$ cat src/rtl/core/sci_pkg.sv
// Package for the table soft clipper: curve ROM contents and shared widths.
// Used by sci_curve and soft_clip_interp; no dependencies of its own.
package sci_pkg;

  localparam int unsigned SampleW = 32;
  localparam int unsigned OutW    = 18;
  localparam int unsigned LevelW  = 17;
  localparam int unsigned FracW   = 12;
  localparam int unsigned IdxW    = 5;
  localparam int unsigned ProdW   = LevelW + FracW;

  // Last ROM entry; at or beyond this segment the magnitude saturates
  localparam logic [IdxW-1:0] RomLast = 5'd31;

  typedef logic [LevelW-1:0] level_t;
  typedef logic [IdxW-1:0]   rom_idx_t;

  // Monotonic curve, Q1.16 unsigned magnitude per segment
  function automatic level_t curve_rom(input rom_idx_t idx);
    level_t word;
    case (idx)
      5'd0:    word = 17'h00000;
      5'd1:    word = 17'h00FFD;
      5'd2:    word = 17'h01FEB;
      5'd3:    word = 17'h02FB9;
      5'd4:    word = 17'h03F5A;
      5'd5:    word = 17'h04EBF;
      5'd6:    word = 17'h05DDA;
      5'd7:    word = 17'h06CA0;
      5'd8:    word = 17'h07B04;
      5'd9:    word = 17'h088FE;
      5'd10:   word = 17'h09684;
      5'd11:   word = 17'h0A390;
      5'd12:   word = 17'h0B01C;
      5'd13:   word = 17'h0BC23;
      5'd14:   word = 17'h0C7A3;
      5'd15:   word = 17'h0D299;
      5'd16:   word = 17'h0DD06;
      5'd17:   word = 17'h0E6E9;
      5'd18:   word = 17'h0F045;
      5'd19:   word = 17'h0F91A;
      5'd20:   word = 17'h1016D;
      5'd21:   word = 17'h10941;
      5'd22:   word = 17'h11099;
      5'd23:   word = 17'h1177B;
      5'd24:   word = 17'h11DEA;
      5'd25:   word = 17'h123ED;
      5'd26:   word = 17'h12988;
      5'd27:   word = 17'h12EC1;
      5'd28:   word = 17'h1339C;
      5'd29:   word = 17'h1381F;
      5'd30:   word = 17'h13C4F;
      5'd31:   word = 17'h14030;
      default: word = 17'h00000;
    endcase
    return word;
  endfunction

endpackage

$ cat src/rtl/core/sci_curve.sv
// Magnitude-to-level mapping: ROM lookup of two adjacent segment ends and
// linear interpolation on the low magnitude bits. Depends on sci_pkg.
module sci_curve (
  input  logic [sci_pkg::SampleW-1:0] mag,
  output sci_pkg::level_t             level
);

  sci_pkg::rom_idx_t              idx;
  sci_pkg::rom_idx_t              idx_hi;
  logic                           sat;
  logic [sci_pkg::FracW-1:0]      frac;
  sci_pkg::level_t                lo;
  sci_pkg::level_t                hi;
  sci_pkg::level_t                diff;
  logic [sci_pkg::ProdW-1:0]      prod;
  sci_pkg::level_t                step;

  assign frac   = mag[sci_pkg::FracW-1:0];
  assign idx    = mag[sci_pkg::FracW +: sci_pkg::IdxW];
  // Any bit above the index field, or the last index itself, means saturate
  assign sat    = (|mag[sci_pkg::SampleW-1:sci_pkg::FracW+sci_pkg::IdxW])
                  || (idx == sci_pkg::RomLast);
  assign idx_hi = idx + sci_pkg::IdxW'(1);
  assign lo     = sci_pkg::curve_rom(idx);
  assign hi     = sci_pkg::curve_rom(idx_hi);
  assign diff   = hi - lo;
  assign prod   = {{sci_pkg::FracW{1'b0}}, diff} * {{sci_pkg::LevelW{1'b0}}, frac};
  assign step   = prod[sci_pkg::FracW +: sci_pkg::LevelW];

  always_comb begin
    if (sat) begin
      level = sci_pkg::curve_rom(sci_pkg::RomLast);
    end else begin
      level = lo + step;
    end
  end

endmodule

$ cat src/rtl/core/soft_clip_interp.sv
// Top level of the table soft clipper: input register, curve logic, result register.
// Depends on sci_pkg and sci_curve.
//
// Usage:
//   Input channel in_valid / in_ready / sample_in carries one signed Q15.16
//   sample per transaction. Output channel out_valid / out_ready / sample_out
//   carries the soft-clipped sample, signed Q1.16, 18 bits, one per input.
//   Path: a sample accepted into the input register is presented on sample_out
//   once it moves on into the result register, when the result register is free
//   (two register stages: input register, then result register, with the
//   ROM lookup and interpolation between them).
//   Throughput: one sample per cycle; both stages advance together whenever
//   the result register is empty or being emptied.
//   Stall: while out_ready is low and the result register is full, the input
//   register still takes one more sample; after that in_ready drops and both
//   stages hold their contents unchanged.
//   Reset: rst (synchronous, active high) empties both stages; no data is
//   kept across reset and there is no configuration.
module soft_clip_interp (
  input  logic                              clk,
  input  logic                              rst,
  input  logic                              in_valid,
  output logic                              in_ready,
  input  logic signed [sci_pkg::SampleW-1:0] sample_in,
  output logic                              out_valid,
  input  logic                              out_ready,
  output logic signed [sci_pkg::OutW-1:0]    sample_out
);

  logic                        s1_valid;
  logic [sci_pkg::SampleW-1:0] s1_sample;
  logic                        s1_advance;
  logic                        s2_free;

  logic                        neg;
  logic [sci_pkg::SampleW-1:0] mag;
  sci_pkg::level_t             level;
  logic [sci_pkg::OutW-1:0]    level_ext;
  logic [sci_pkg::OutW-1:0]    result;

  assign s2_free    = !out_valid || out_ready;
  assign s1_advance = s1_valid && s2_free;
  assign in_ready   = !s1_valid || s2_free;

  always_ff @(posedge clk) begin
    if (rst) begin
      s1_valid <= 1'b0;
    end else if (in_ready) begin
      s1_valid <= in_valid;
    end
  end

  always_ff @(posedge clk) begin
    if (in_valid && in_ready) begin
      s1_sample <= sample_in;
    end
  end

  // Magnitude of the most negative sample wraps to 2^31, which saturates
  assign neg = s1_sample[sci_pkg::SampleW-1];
  assign mag = neg ? (~s1_sample + sci_pkg::SampleW'(1)) : s1_sample;

  sci_curve u_curve (
    .mag   (mag),
    .level (level)
  );

  assign level_ext = {1'b0, level};
  assign result    = neg ? (~level_ext + sci_pkg::OutW'(1)) : level_ext;

  always_ff @(posedge clk) begin
    if (rst) begin
      out_valid <= 1'b0;
    end else if (s2_free) begin
      out_valid <= s1_valid;
    end
  end

  always_ff @(posedge clk) begin
    if (s1_advance) begin
      sample_out <= result;
    end
  end

endmodule
$ cat config.mk
export PLATFORM = sky130hd
export DESIGN_NAME = soft_clip_interp
export DESIGN_NICKNAME = d
export VERILOG_FILES = /design/src/rtl/core/sci_pkg.sv /design/src/rtl/core/sci_curve.sv /design/src/rtl/core/soft_clip_interp.sv
export SDC_FILE = /design/constraint.sdc
export NUM_CORES = 1
export LEC_CHECK = 0
export BUFFER_PORTS_ARGS = -buffer_cell sky130_fd_sc_hd__buf_4
export CAP_MARGIN = 40
export CORE_UTILIZATION = 50
export DETAILED_ROUTE_END_ITERATION = 8
export GPL_TIMING_DRIVEN = 1
export PLACE_DENSITY = 0.68
export SYNTH_ARGS = -nofsm -noshare
export SYNTH_HDL_FRONTEND = slang
export SYNTH_SLANG_ARGS = --single-unit
$ cat constraint.sdc
create_clock -name clk -period 16.3 [get_ports clk]
set_input_delay 3.26 -clock clk [delete_from_list [all_inputs] [get_ports clk]]
set_output_delay 3.26 -clock clk [all_outputs]
set_load 0.1 [all_outputs]
Word level (Yosys, flattened, before mapping) --
Memory sizes are Yosys's and may differ from the RTL's. Index checks and enable logic that the tools add are counted.
Word-level totals: latch bits 0, input bits 36, memories 2, bits in registers 52, memory bits (writable) 0, word-level logic and storage cells 27, output and inout port bits 20, ROM bits 1088
Cells by class: multiply operators 1, add/sub/neg operators 5, bitwise operators 2, reduce and logical (&&, ||, !) cells 8, div/mod/pow operators 0, magnitude comparators 0, shift operators 0, eq/ne operators 1, mux-type cells 3
Memory list:
- (name not given) | depth 32, bits a word 17, rd ports 1, clocked after Yosys merged registers in 0, write ports 0, RTL line sci_pkg.sv:21 | case (idx)
- (name not given) | depth 32, bits a word 17, rd ports 1, clocked after Yosys merged registers in 0, write ports 0, RTL line sci_pkg.sv:21
Operator list (count):
- two-way mux 17 bit | 2
- adder 32 x 1 -> 32 bit, second input constant | 1
- two-way mux 32 bit | 1
- inverter 32 bit | 1
- multiplier 17 x 12 -> 29 bit | 1
- adder 18 x 1 -> 18 bit, second input constant | 1
- inverter 17 -> 18 bit | 1
- adder 17 bit | 1
- subtractor 17 bit | 1
- OR reduction 15 bit | 1
- adder 5 x 1 -> 5 bit, second input constant | 1
- == test 5 bit, second input constant | 1
- logical OR 1 bit | 3
- logical AND 1 bit | 2
- logical NOT 1 bit | 2

Logic depth before layout (Yosys ltp) --
Gate-level depths: netlist of the first run. An unclocked memory read counts as a cell.
depth in word-level cells 12, mapped depth 58, depth with buffers taken out 53

Modules after synthesis --
From an unflattened synthesis of the first run, not the netlist that was laid out.
Second synthesis, totals: cells, all modules 1471, area total of the unflattened synthesis 12281.8 um2
Modules (own cells, without submodules):
- sci_curve | seq. area each 0.0 um2, area each 9655.5 um2, cells an instance 1267, times used 1
- soft_clip_interp | seq. area each 1541.5 um2, area each 2626.3 um2, cells an instance 204, times used 1

Worst setup path after synthesis of the first run --
No wires, ideal clock.
path kind register -> register, start point register s1_sample[2] (netlist bit), end point register sample_out[16] (netlist bit), data pin, arrival 13555 ps, slack 2542 ps, library setup time 203 ps, period minus slack after synthesis 13758 ps, buffers on the path 5, cell stages (with the launch flop) 55, required time 16097 ps, cells stage by stage edfxtp_1 or4_1 o41ai_1 xor2_1 clkbuf_1 inv_1 clkbuf_1 ha_1 clkbuf_1 inv_1 ha_1 clkbuf_1 clkbuf_1 mux2i_1 a211oi_1 a21oi_1 ha_1 fa_1 [19 not listed] a211o_1 o221a_2 o21ai_0 nand2b_1 and2_1 o21ai_0 a211oi_1 ha_1 and2_1 o21a_1 or4_1 a21oi_2 o31ai_1 a211oi_1 nor3_1 or4b_2 o2111a_1 a2111oi_1
On the way: longest elaborated chain between the ends 12, elaborated cells between the ends (all ways) 16, those cells by class 5 x add/sub; 1 x mul; 1 x eq/ne; 3 x mux; 2 x bitwise; 2 x reduce/logical; 2 x memory
RTL lines:
- start: declaration | RTL line soft_clip_interp.sv:31 | logic [sci_pkg::SampleW-1:0] s1_sample;
- start signal: assignment | RTL line soft_clip_interp.sv:55 | s1_sample <= sample_in;
- inverter 32 bit | RTL line soft_clip_interp.sv:61 | assign mag = neg ? (~s1_sample + sci_pkg::SampleW'(1)) : s1_sample;
- adder 32 x 1 -> 32 bit | RTL line soft_clip_interp.sv:61
- two-way mux 32 bit (*) | RTL line soft_clip_interp.sv:61
- adder 5 x 1 -> 5 bit | RTL line sci_curve.sv:23 | assign idx_hi = idx + sci_pkg::IdxW'(1);
- memory read (32 x 17 bit)
- subtractor 17 bit | RTL line sci_curve.sv:26 | assign diff = hi - lo;
- multiplier 17 x 12 -> 29 bit | RTL line sci_curve.sv:27 | assign prod = {{sci_pkg::FracW{1'b0}}, diff} * {{sci_pkg::LevelW{1'b0}}, frac};
- adder 17 bit | RTL line sci_curve.sv:34 | level = lo + step;
- two-way mux 17 bit (*) | RTL line sci_curve.sv:31 | if (sat) begin
- inverter 17 -> 18 bit | RTL line soft_clip_interp.sv:69 | assign result = neg ? (~level_ext + sci_pkg::OutW'(1)) : level_ext;
- adder 18 x 1 -> 18 bit | RTL line soft_clip_interp.sv:69
- two-way mux 17 bit (*) | RTL line soft_clip_interp.sv:69
- named net result, one bit | RTL line soft_clip_interp.sv:39 | logic [sci_pkg::OutW-1:0] result;
- end signal: assignment | RTL line soft_clip_interp.sv:81 | sample_out <= result;
- end: declaration | RTL line soft_clip_interp.sv:27 | output logic signed [sci_pkg::OutW-1:0] sample_out
The timed path passes the listed nets; every way through them passes the cells marked *. A chain may end at the register's enable or synchronous reset.

Final worst setup path of the first run --
start point register s1_sample[0] (netlist bit), end point register sample_out[16] (netlist bit), data pin
The elaborated chain is that of the path after synthesis.

==> results.yml, run 1 <==
detailed_routing:
  firstDrtPassIters: 5
  ant_nets: 0
  vias_per_cell: 6.042
  drt_wl_total_um: 36720
  drt-initial-drc-count: 914
  via_count: 11824
  drc: 0
  wire_per_inst_um: 18.76
sta:
  relSlewSlack: 0.3595
  hold_violations: 0
  skew_ps: 6.671
  drv_slew: 0
  fin_tns_setup_ps: 0
  period_share: 0.9126
  setup_viol: 0
  rsz0062_at_grt: "no"
  min_period_ps: 14880
  fmax_ghz: 0.06722
  tightest_slew_ps: 957.3
setup_path:
  r2r_cells: 52
  arrival_ps: 14900
  r2r_slack_ps: 1420
  crit_fanout: 21
  critical_path.startpoint: "s1_sample[0]"
  worstSetupPathType: "flip-flop to flip-flop"
  cpPeakStageDelay_ps: 680
  timing.rr.start: "s1_sample[0]"
  worst_setup_path_start_kind: "flip-flop"
  crit_required_ps: 16330
  reg2reg_to: "sample_out[16]"
  crit_slowest_cell: "or4b_2"
  crit_family: "adder cells"
  crit_end: "sample_out[16]"
  setup.worst_path.end_class: "flip-flop"
  cp.depth: 52
  critPathBufInv: 8
die:
  fp.dieW_um: 163.4
  dieArea_um2: 26700
  num_rows: 58
  coreArea_um2: 25400
  io-pin-count: 56
  start_util: 0.5128
  die_h_um: 163.4
placement:
  placed_cell_area_um2: 13790
  dp_cells: 1949
  gp_congestion: 0.9504
  io_buffers: 55
  dpl.hpwl_um: 29080
synth:
  yosysWarnings: 0
  synth_cells: 1615
  synth-edff-count: 50
  ys.flop_type: "edfxtp_1"
  synth.distinct_cells: 96
  netlist_area_um2: 13020
  synthesis.nets: 1911
  yosysSeqAreaShare: 0.1183
  synth-seq-cells: 52
  async_flop_share: 0
  syn_area_per_cell_um2: 8.065
clocking:
  clk_pin_slew_ps: 70
  cts_resized: 0
  h-tree-depth: 2
  cts_buffers: 5
  cts_setup_buffers: 0
  clockBufferDepth: 2
  cts-root-buf: "clkbuf_16"
  cts_tree: "done"
  clock_latency_ps: 300
  cts_sinks: 52
  cts_hold_buf: 0
final_layout:
  num_antenna_cells: 0
  final_nets: 1922
  drive_above_1_share: 0.09096
  final_cells: 1957
  final_area_um2: 13940
  area_delta_synth_final_pct: 7.032
global_route:
  track_usage: 0.2875
  overflow: 0
  grt_max_degree: 53
  grt_pass1_vias: 11655
  antenna_found_initial: 0
  grt_pass1_wl_um: 60450
min_path:
  min_path_cells: 2
  hp-class: "flip-flop to flip-flop"
  hold_path.startpoint: "s1_valid"
run_status:
  outcome: "finished, final reports clean"
job:
  drv_cap: 0
==> cell type report <==
class                   count  area (µm²)
fillers                  2396       11460
clock inverters             3       26.28
clock buffers               5       125.1
well taps                 330       412.9
repair buffers             92       690.7
multi-input cells        1260       10340
flip-flops and latches     52        1541
inverters                 215       807.0
==> worst register-to-register path: cells and delay by family, from the launching register on <==
family                   cells  cell delay [ps]
adder cells (fa/ha/maj)     10             4610
AO/OA/AOI/OAI               19             4510
buffers and inverters        8             1370
AND/OR/NAND/NOR             13             3060
XOR/XNOR                     2              710
flip-flops                   1              360
==> worst min path at each step <==
stage | slack, ps | to
finish | 520 | out_valid
global route | 560 | out_valid
CTS | 520 | out_valid
detailed placement | 510 | out_valid
global placement | 500 | out_valid
floorplan | 480 | out_valid
==> per-stage QoR <==
step / hold WS (ps) / util / worst slack (ps)
floorplan: 477.8 / - / 2542
global placement: 502.8 / 0.5420 / 1926
detailed placement: 510.6 / 0.5429 / 1646
CTS: 523.5 / 0.5489 / 1579
global route: 558.1 / 0.5489 / 442.9
finish: 516.7 / 0.5489 / 1424
==> layer usage <==
layer  up-vias  global-route usage  wire, µm
met4         0              0.1164      1435
li1       5511                   -         -
met1      5673              0.3823     15180
met3        87             0.02971      2771
met5         -                   0         0
met2       553              0.4771     17320
==> synth_stat cells, types with 5 or more instances <==
cell type    n  area share
a21boi_0     5      0.0029
nor2_1     173       0.050
mux2i_1     15       0.012
a311oi_1     8      0.0054
a21o_1      17      0.0098
buf_1        5      0.0014
xnor2_1     40       0.027
ha_1       109        0.10
o31ai_1     11      0.0063
edfxtp_1    50        0.12
a221oi_1     6      0.0040
nor3b_1      7      0.0040
nor4_1      15      0.0072
o211ai_1    10      0.0058
and2_1      18      0.0086
a22o_1       6      0.0040
nor3_1      30       0.012
or2_2        8      0.0038
xor2_1      29       0.020
nand4_1      8      0.0038
o22ai_1     10      0.0048
nand2_1    176       0.051
a31oi_1     19      0.0091
nand2b_1    21       0.010
o21ai_1     10      0.0038
o21a_1      13      0.0075
or3_1        8      0.0038
fa_1       151        0.23
nor2b_1     20      0.0096
nand3_1     30       0.012
a211oi_1    25       0.014
a21oi_1     77       0.030
inv_1      213       0.061
and3_1       8      0.0038
or4_1        6      0.0035
clkbuf_1    75       0.022
o21ai_0     69       0.027
==> kinds of logic after synthesis <==
logic type	Yosys count	synth area share
flops	52	0.1183
xor+xnor	73	0.05139
simple gates	561	0.2063
mux	22	0.01931
fa+ha+maj	260	0.3368
compound gates	344	0.1781
buf+inv	303	0.08972
==> state kept, by name, indices dropped and copies added, names as in the netlist <==
signal and flops:
s1_sample 32, sample_out 18, out_valid 1, s1_valid 1
==> cell usage in the layout, fill, tap and decap left out, types with 15 or more instances in the layout <==
cell type  instances
xor2_1            27
fa_1             151
a21o_1            17
buf_4             92
nand2_1          176
nand3_1           30
and2_1            18
nor2_1           173
a211oi_1          25
o21ai_0           69
nor2b_1           20
ha_1             109
nor3_1            30
edfxtp_1          50
a21oi_1           77
nand2b_1          21
xnor2_1           39
inv_1            213
nor4_1            15
mux2i_1           15
a31oi_1           19
Power of run 1 is left out: the tool's default activity adds up to more than one toggle a clock period on the data nets, which glitch-free logic cannot reach.
==> run 2, diff against run 1 <==
--- a/config.mk
+++ b/config.mk
@@ -7,6 +7,7 @@
 export LEC_CHECK = 0
 export BUFFER_PORTS_ARGS = -buffer_cell sky130_fd_sc_hd__buf_4
 export CAP_MARGIN = 40
+export CORE_ASPECT_RATIO = 0.75
 export CORE_UTILIZATION = 50
 export DETAILED_ROUTE_END_ITERATION = 8
 export GPL_TIMING_DRIVEN = 1
==> results.yml, run 2 (same netlist as run 1, synthesis figures left out) <==
setup_path:
  worst_setup_path_start_kind: "flip-flop"
  crit_fanout: 43
  crit_slowest_cell: "or4b_2"
  worstSetupPathType: "flip-flop to flip-flop"
  cpPeakStageDelay_ps: 680
  crit_required_ps: 16390
  setup.worst_path.end_class: "flip-flop"
  arrival_ps: 15500
global_route:
  grt_max_degree: 53
  overflow: 0
  grt_pass1_wl_um: 62070
  antenna_found_initial: 1
  grt_pass1_vias: 11355
  track_usage: 0.2969
clocking:
  clk_pin_slew_ps: 70
  cts_sinks: 52
  cts_buffers: 5
  clock_latency_ps: 300
  h-tree-depth: 2
  cts_hold_buf: 0
  cts-root-buf: "clkbuf_16"
  cts_tree: "done"
  clockBufferDepth: 2
detailed_routing:
  top_layer_used: "met5"
  drt-initial-drc-count: 1328
  firstDrtPassIters: 5
  wl_met3_um: 3797
  ant_nets: 0
  m1WireLength_um: 18130
  drt_wl_total_um: 38770
  vias_per_cell: 6.056
  via_count: 11913
  drc: 0
  wire_per_inst_um: 19.71
  dr_wl_met2_um: 16330
die:
  die_h_um: 141.8
  start_util: 0.5153
  io-pin-count: 56
  coreArea_um2: 25270
  num_rows: 50
  dieArea_um2: 26710
  fp.dieW_um: 188.4
run_status:
  outcome: "finished, final reports clean"
placement:
  dp_cells: 1959
  gp_congestion: 0.9712
  dpl.hpwl_um: 30790
  io_buffers: 55
final_layout:
  num_antenna_cells: 0
  fin_util: 0.5526
  final_cells: 1967
  area_delta_synth_final_pct: 7.233
  mostFrequentLayoutCell: "inv_1"
  layout_common_cells: "213 x inv_1, 176 x nand2_1, 173 x nor2_1, 151 x fa_1, 109 x ha_1"
  top_regs: "s1_sample: 32 flops, sample_out: 18 flops"
  largest_register_ffs: 32
  drive_above_1_share: 0.09147
  regMostFlops: "s1_sample"
  final_nets: 1924
sta:
  drv_slew: 0
  period_share: 0.9455
  relSlewSlack: 0.3910
  tightest_slew_ps: 910.4
  skew_ps: 6.972
  hold_violations: 0
  min_period_ps: 15410
  rsz0062_at_grt: "no"
  fin_tns_setup_ps: 0
  fmax_ghz: 0.06489
  setup_viol: 0
min_path:
  hp-class: "flip-flop to flip-flop"
job:
  drv_cap: 0
[run 2: per-stage QoR]
| step | area (µm²) | hold WS, ps | setup slack, ps |
|---|---|---|---|
| detailed placement | 13820 | 509.2 | 1082 |
| CTS | 13960 | 521.8 | 1028 |
| global placement | 13780 | 493.0 | 1604 |
| global route | 13970 | 557.8 | 10.58 |
| floorplan | 13030 | 477.8 | 2542 |
| finish | 13970 | 519.5 | 888.4 |
[run 2: worst max-delay path, delay by kind of cell (launching register included)]
| family | cells | cell delay [ps] |
|---|---|---|
| adder cells (fa/ha/maj) | 10 | 4510 |
| buffers and inverters | 9 | 1830 |
| flip-flops | 1 | 350 |
| XOR/XNOR | 2 | 650 |
| AO/OA/AOI/OAI | 19 | 4790 |
| AND/OR/NAND/NOR | 14 | 3010 |
[run 2: metal layers]
| layer | GRT usage | up-vias |
|---|---|---|
| li1 | - | 5521 |
| met1 | 0.4478 | 5795 |
| met2 | 0.4372 | 545 |
| met3 | 0.06703 | 50 |
| met4 | 0.04839 | 2 |
| met5 | 0 | - |
[run 2: final cells by class]
type / count / area, µm²
Clock buffer: 7 / 132.6
Clock inverter: 1 / 5.005
Fill cell: 2362 / 11310
Inverter: 215 / 807.0
Multi-Input combinational cell: 1260 / 10340
Sequential cell: 52 / 1541
Tap cell: 338 / 422.9
Timing Repair Buffer: 94 / 713.2
[run 2: what timing repair did]
action | CTS | global route
resized for setup | 0 | 1
setup buffers | 0 | 0
endpoints found under the setup margin | 0 | 1
[run 2: path summary, 6_finish.rpt]
path	slack, ps	depth (start not counted)	to	from
setup / recovery	890	54	sample_out[16]	s1_sample[0]
setup reg to reg	890	54	sample_out[16]	s1_sample[0]
hold reg to reg	520	2	out_valid	s1_valid
hold / removal	520	2	out_valid	s1_valid
Power of run 2 is left out for the same reason.
